$ cat src/design/acw_pkg.sv
// ----------------------------------------------------------------------------
// AIMD congestion window package
// Shared constants, types and helpers for the congestion window block.
// ----------------------------------------------------------------------------
package acw_pkg;

    localparam int TABLE_ENTRIES   = 256;
    localparam int IDX_W           = $clog2(TABLE_ENTRIES);
    localparam int CNT_W           = IDX_W + 1;
    localparam int INITIAL_MIN_RTT = 1500;

    localparam int WIN_W     = 24;
    localparam int DVD_W     = 32;
    localparam int DIV_STEPS = DVD_W;

    localparam logic [1:0] CFG_TIMEOUT  = 2'd0;
    localparam logic [1:0] CFG_DECREASE = 2'd1;
    localparam logic [1:0] CFG_INCREASE = 2'd2;
    localparam logic [1:0] CFG_FLOOR    = 2'd3;

    localparam logic [15:0] RST_TIMEOUT  = 16'd117;
    localparam logic [11:0] RST_DECREASE = 12'd410;
    localparam logic [9:0]  RST_INCREASE = 10'd212;
    localparam logic [15:0] RST_FLOOR    = 16'd768;

    typedef struct packed {
        logic             valid;
        logic [DVD_W-1:0] dividend;
        logic [WIN_W-1:0] divisor;
    } t_div_req;

    typedef struct packed {
        logic             valid;
        logic [DVD_W-1:0] quotient;
    } t_div_rsp;

    typedef struct packed {
        logic             valid;
        logic [WIN_W-1:0] rem;
        logic [DVD_W-1:0] dvd;
        logic [DVD_W-1:0] quo;
        logic [WIN_W-1:0] dsr;
    } t_div_stage;

    function automatic logic [WIN_W-1:0] sat_win(input logic [DVD_W:0] v);
        logic [WIN_W-1:0] r;
        if (v > {{(DVD_W+1-WIN_W){1'b0}}, {WIN_W{1'b1}}}) begin
            r = {WIN_W{1'b1}};
        end else begin
            r = v[WIN_W-1:0];
        end
        return r;
    endfunction

endpackage

$ cat src/design/acw_div_cell.sv
// ----------------------------------------------------------------------------
// Divider cell
// One restoring division step; hands its partial result to the next cell.
// ----------------------------------------------------------------------------
module acw_div_cell
    import acw_pkg::*;
(
    input  logic       i_clk,
    input  logic       i_rst_n,
    input  t_div_stage i_stage,
    output t_div_stage o_stage
);

    logic [WIN_W:0] w_trial;
    logic [WIN_W:0] w_diff;
    logic           w_ge;
    t_div_stage     r_stage;

    assign w_trial = {i_stage.rem, i_stage.dvd[DVD_W-1]};
    assign w_ge    = w_trial >= {1'b0, i_stage.dsr};
    assign w_diff  = w_trial - {1'b0, i_stage.dsr};

    always_ff @(posedge i_clk) begin
        if (!i_rst_n) begin
            r_stage.valid <= 1'b0;
        end else begin
            r_stage.valid <= i_stage.valid;
        end
        r_stage.rem <= w_ge ? w_diff[WIN_W-1:0] : w_trial[WIN_W-1:0];
        r_stage.dvd <= {i_stage.dvd[DVD_W-2:0], 1'b0};
        r_stage.quo <= {i_stage.quo[DVD_W-2:0], w_ge};
        r_stage.dsr <= i_stage.dsr;
    end

    assign o_stage = r_stage;

endmodule

$ cat src/design/acw_divider.sv
// ----------------------------------------------------------------------------
// Divider chain
// A row of division cells; one quotient bit is settled in each cell.
// ----------------------------------------------------------------------------
module acw_divider
    import acw_pkg::*;
(
    input  logic     i_clk,
    input  logic     i_rst_n,
    input  t_div_req i_req,
    output t_div_rsp o_rsp
);

    t_div_stage w_stage [0:DIV_STEPS];

    assign w_stage[0].valid = i_req.valid;
    assign w_stage[0].rem   = '0;
    assign w_stage[0].dvd   = i_req.dividend;
    assign w_stage[0].quo   = '0;
    assign w_stage[0].dsr   = i_req.divisor;

    for (genvar k = 0; k < DIV_STEPS; k++) begin : g_cell
        acw_div_cell u_cell (
            .i_clk   (i_clk),
            .i_rst_n (i_rst_n),
            .i_stage (w_stage[k]),
            .o_stage (w_stage[k+1])
        );
    end

    assign o_rsp.valid    = w_stage[DIV_STEPS].valid;
    assign o_rsp.quotient = w_stage[DIV_STEPS].quo;

endmodule

$ cat config.mk
export PLATFORM = sky130hd
export DESIGN_NAME = acw_divider
export DESIGN_NICKNAME = d
export VERILOG_FILES = /design/src/design/acw_pkg.sv /design/src/design/acw_div_cell.sv /design/src/design/acw_divider.sv
export SDC_FILE = /design/constraint.sdc
export NUM_CORES = 2
export LEC_CHECK = 0
export BUFFER_PORTS_ARGS = -buffer_cell sky130_fd_sc_hd__buf_4
export CAP_MARGIN = 0
export CORE_ASPECT_RATIO = 0.9
export CORE_MARGIN = 4
export CORE_UTILIZATION = 40
export CTS_CLUSTER_DIAMETER = 200
export DETAILED_ROUTE_END_ITERATION = 8
export MAX_ROUTING_LAYER = met4
export PLACE_DENSITY = 0.58
export SLEW_MARGIN = 20
export SYNTH_ARGS = -nofsm -noshare
export SYNTH_HDL_FRONTEND = slang
export SYNTH_SLANG_ARGS = --single-unit
export TNS_END_PERCENT = 30
$ cat constraint.sdc
create_clock -name i_clk -period 4.3 [get_ports i_clk]
set_input_delay 0.43 -clock i_clk [delete_from_list [all_inputs] [get_ports i_clk]]
set_output_delay 0.43 -clock i_clk [all_outputs]
set_load 0.01 [all_outputs]
==> results.toml <==
[floorplan]
dieWidth_um = 524
io_pins = 92
core_sq_mm = 0.239
dieArea_sq_mm = 0.248
die-height_um = 473
start_util_pct = 40.2
row_count = 170

[timing]
fmax_mhz = 262
final-setup-viol-count = 0
hold_violations = 0
slew_headroom_pct = 27.0
finalCritPeriodShare_pct = 88.9
period_needed_ns = 3.82
rsz0062_at_grt = "no"
whs_ns = 0.235
tns_ns = 0
finClkSkew_ns = 0.0539
worstMarginPinSlew_ns = 1.08
slew_violations = 0
setup_ws_ns = 0.479

[place]
port_buffers = 91
place_hpwl_mm = 161
gp_congestion = 0.938
dp_slack_ns = 0.522

[critical_path]
cp-startpoint = "g_cell[21].u_cell.o_stage[1]"
cpMostUsedCell = "o21ai_0"
critPathRequiredTime_ns = 4.97
path_cells = "inv_1 -> ha_1 -> nor2b_1 -> o31a_1 -> o21ai_0 -> a221oi_1 -> o31ai_1 -> o21ai_0 -> a41o_1 -> nand2_1 -> a21o_1 -> buf_4 -> mux2_2"
rr_startpoint = "g_cell[21].u_cell.o_stage[1]"
worstSetupPathType = "flop to flop"
critPathMaxFanout = 25
cp_slowest_cell = "o31ai_1"
slowest_delay_ns = 0.60
critPathLaunchType = "flop"
worstPathArrival_ns = 4.49
path_delay_family = "compound AO/OA/AOI/OAI gates"
endpoint_kind = "flop"
path_buf_inv = 2

[clock_tree]
cts.sinks = 2544
cts_max_path_buffers = 4
htreeDepth = 5
cts_tree = "built"
cts_root_buf = "clkbuf_16"
cts.clk_slew.worst_paths_ns = 0.06
insertion_delay_ns = 0.83
post_cts_resized = 0
postCtsSetupBuffers = 0
cts_buffers = 274

[logic_synthesis]
ys_seq_elements = 2544
syn_area_sq_mm = 0.0960
yosys_warnings = 0
syn_nets = 10234
avgSynthCellArea_sq_um = 10.2
async_reset_ff_share_pct = 0
synth_edf_count = 0
seq_area_frac_synth_pct = 53.1
ys_types = 86
postSynthCellCount = 9399
synth_flop_cell = "dfxtp_1"

[drt]
drt_pre_antenna_iters = 5
drc = 0
vias = 64690
ant_nets = 0
routed_wl_mm = 212
routedWlPerCell_um = 16.2
vias_per_cell = 4.94
detail_route.iter0.violations = 3921

[finish]
most-common-layout-cells = "dfxtp_1 (2,544), inv_1 (943), ha_1 (746), a21oi_1 (657), o21ai_0 (600)"
drive_above_1_share_pct = 9.18
mostFrequentLayoutCell = "dfxtp_1"
largest_reg_flops = 2544
nets = 10535
area_delta_synth_final_pct = 15.5

[power]
pwr-share-clk_pct = 34.5
p_total_mw = 71.4
combPwrFrac_pct = 26.0
p_leak_nw = 51.1
seq_power_share_pct = 39.6
swShare_pct = 29.7
power_density_mw_per_mm2 = 644
p_switching_mw = 21.2
p_int_mw = 50.2
ir_drop_mv = 0.342

[global_routing]
grt.overflow.total = 0
groute.layer.met2.usage_pct = 27.9
grt_pass1_vias = 63688
grt_use_met1_pct = 22.4
grt_pass1_wl_mm = 339
grt_max_degree = 49
grt_antenna_before_repair = 4
grt_most_used_layer = "met2"
use_met3_pct = 2.34
grt_use_total_pct = 17.2

[run]
max_cap_violations = 0

[hold_path]
min_path_type = "input port to flop"
holdCritStartpoint = "i_req[31]"

[status]
status = "finished, final reports clean"
==> kinds of logic after synthesis <==
| group | Yosys count | synth area share [%] |
|---|---|---|
| AOI/OAI and AO/OA | 2247 | 14.6 |
| muxes | 257 | 3.05 |
| and+or+nand+nor | 1870 | 9.28 |
| DFF | 2544 | 53.1 |
| adders and majority gates | 776 | 10.3 |
| xor gates and xnor gates | 577 | 5.26 |
| buffers and inverters | 1128 | 4.43 |
==> worst paths after layout <==
path | to | cells past startpoint | slack, ns
max | g_cell[22].u_cell.o_stage[104] | 13 | 0.48
max reg2reg | g_cell[22].u_cell.o_stage[104] | 13 | 0.48
min | g_cell[0].u_cell.o_stage[64] | 2 | 0.23
min reg2reg | g_cell[24].u_cell.o_stage[30] | 0 | 0.30
==> timing repair <==
item	CTS	global route
setup endpoints to repair	0	0
hold buffers	59	0
endpoints found under the hold margin	100	0
==> Yosys cell counts, drive strengths merged (34+ instances only) <==
cell type / n / area share, %
dfxtp: 2544 / 53
inv: 943 / 3.7
ha: 746 / 9.7
a21oi: 660 / 3.4
o21ai: 607 / 3.2
nand2: 595 / 2.3
nor2: 464 / 1.8
xnor2: 348 / 3.2
a21o: 320 / 2.5
mux2: 233 / 2.8
xor2: 229 / 2.1
clkbuf: 171 / 0.67
nand3: 120 / 0.63
nand2b: 118 / 0.77
nor2b: 114 / 0.75
o21a: 108 / 0.84
nand4: 104 / 0.68
nor3: 103 / 0.54
a31oi: 85 / 0.55
o21bai: 62 / 0.48
o31ai: 62 / 0.48
and2: 52 / 0.34
and3: 50 / 0.33
a211oi: 47 / 0.37
a21boi: 40 / 0.31
nor4: 35 / 0.23
or3: 34 / 0.22
==> final cells by class <==
| type | count | area [sq um] |
|---|---|---|
| sequential | 2544 | 50900 |
| clock inverter | 116 | 1820 |
| timing repair buffer | 210 | 1840 |
| inverter | 943 | 3540 |
| tap | 3182 | 3980 |
| fill | 22139 | 128000 |
| antenna | 2 | 5.00 |
| clock buffer | 366 | 7830 |
| multi-input combinational | 5727 | 41000 |
==> stage by stage <==
stage	instance area, sq um	instances	util (%)
after floorplan	96000	9399	-
after global placement	101000	12547	42.2
after detailed placement	101000	12547	42.2
after CTS	111000	13088	46.5
after global routing	111000	13090	46.5
final	111000	13090	46.5
==> per-layer routing <==
metal  vias up  routed length (um)
met5         -                   0
met4         0                6190
met3       421                9330
met2      1297               96600
met1     30191              100000
li1      32781                   -
==> worst register-to-register path, cell delays in order (launching register included) <==
cell      delay (ns)
dfxtp_1         0.38
inv_1           0.07
ha_1            0.32
nor2b_1         0.15
o31a_1          0.25
o21ai_0         0.25
a221oi_1        0.17
o31ai_1         0.60
o21ai_0         0.27
a41o_1          0.31
nand2_1         0.07
a21o_1          0.11
buf_4           0.32
mux2_2          0.39
==> power by group through the flow <==
stage          sequential [mW]  clock, mW  combinational (mW)
2_1_floorplan             27.9          0                14.4
3_3_place_gp              28.9          0                18.0
3_5_place_dp              28.8          0                18.3
4_1_cts                   28.3       25.5                18.5
5_1_grt                   28.6       26.4                20.9
6_report                  28.3       24.6                18.6
Note: power is estimated with default switching activity, not from simulation.
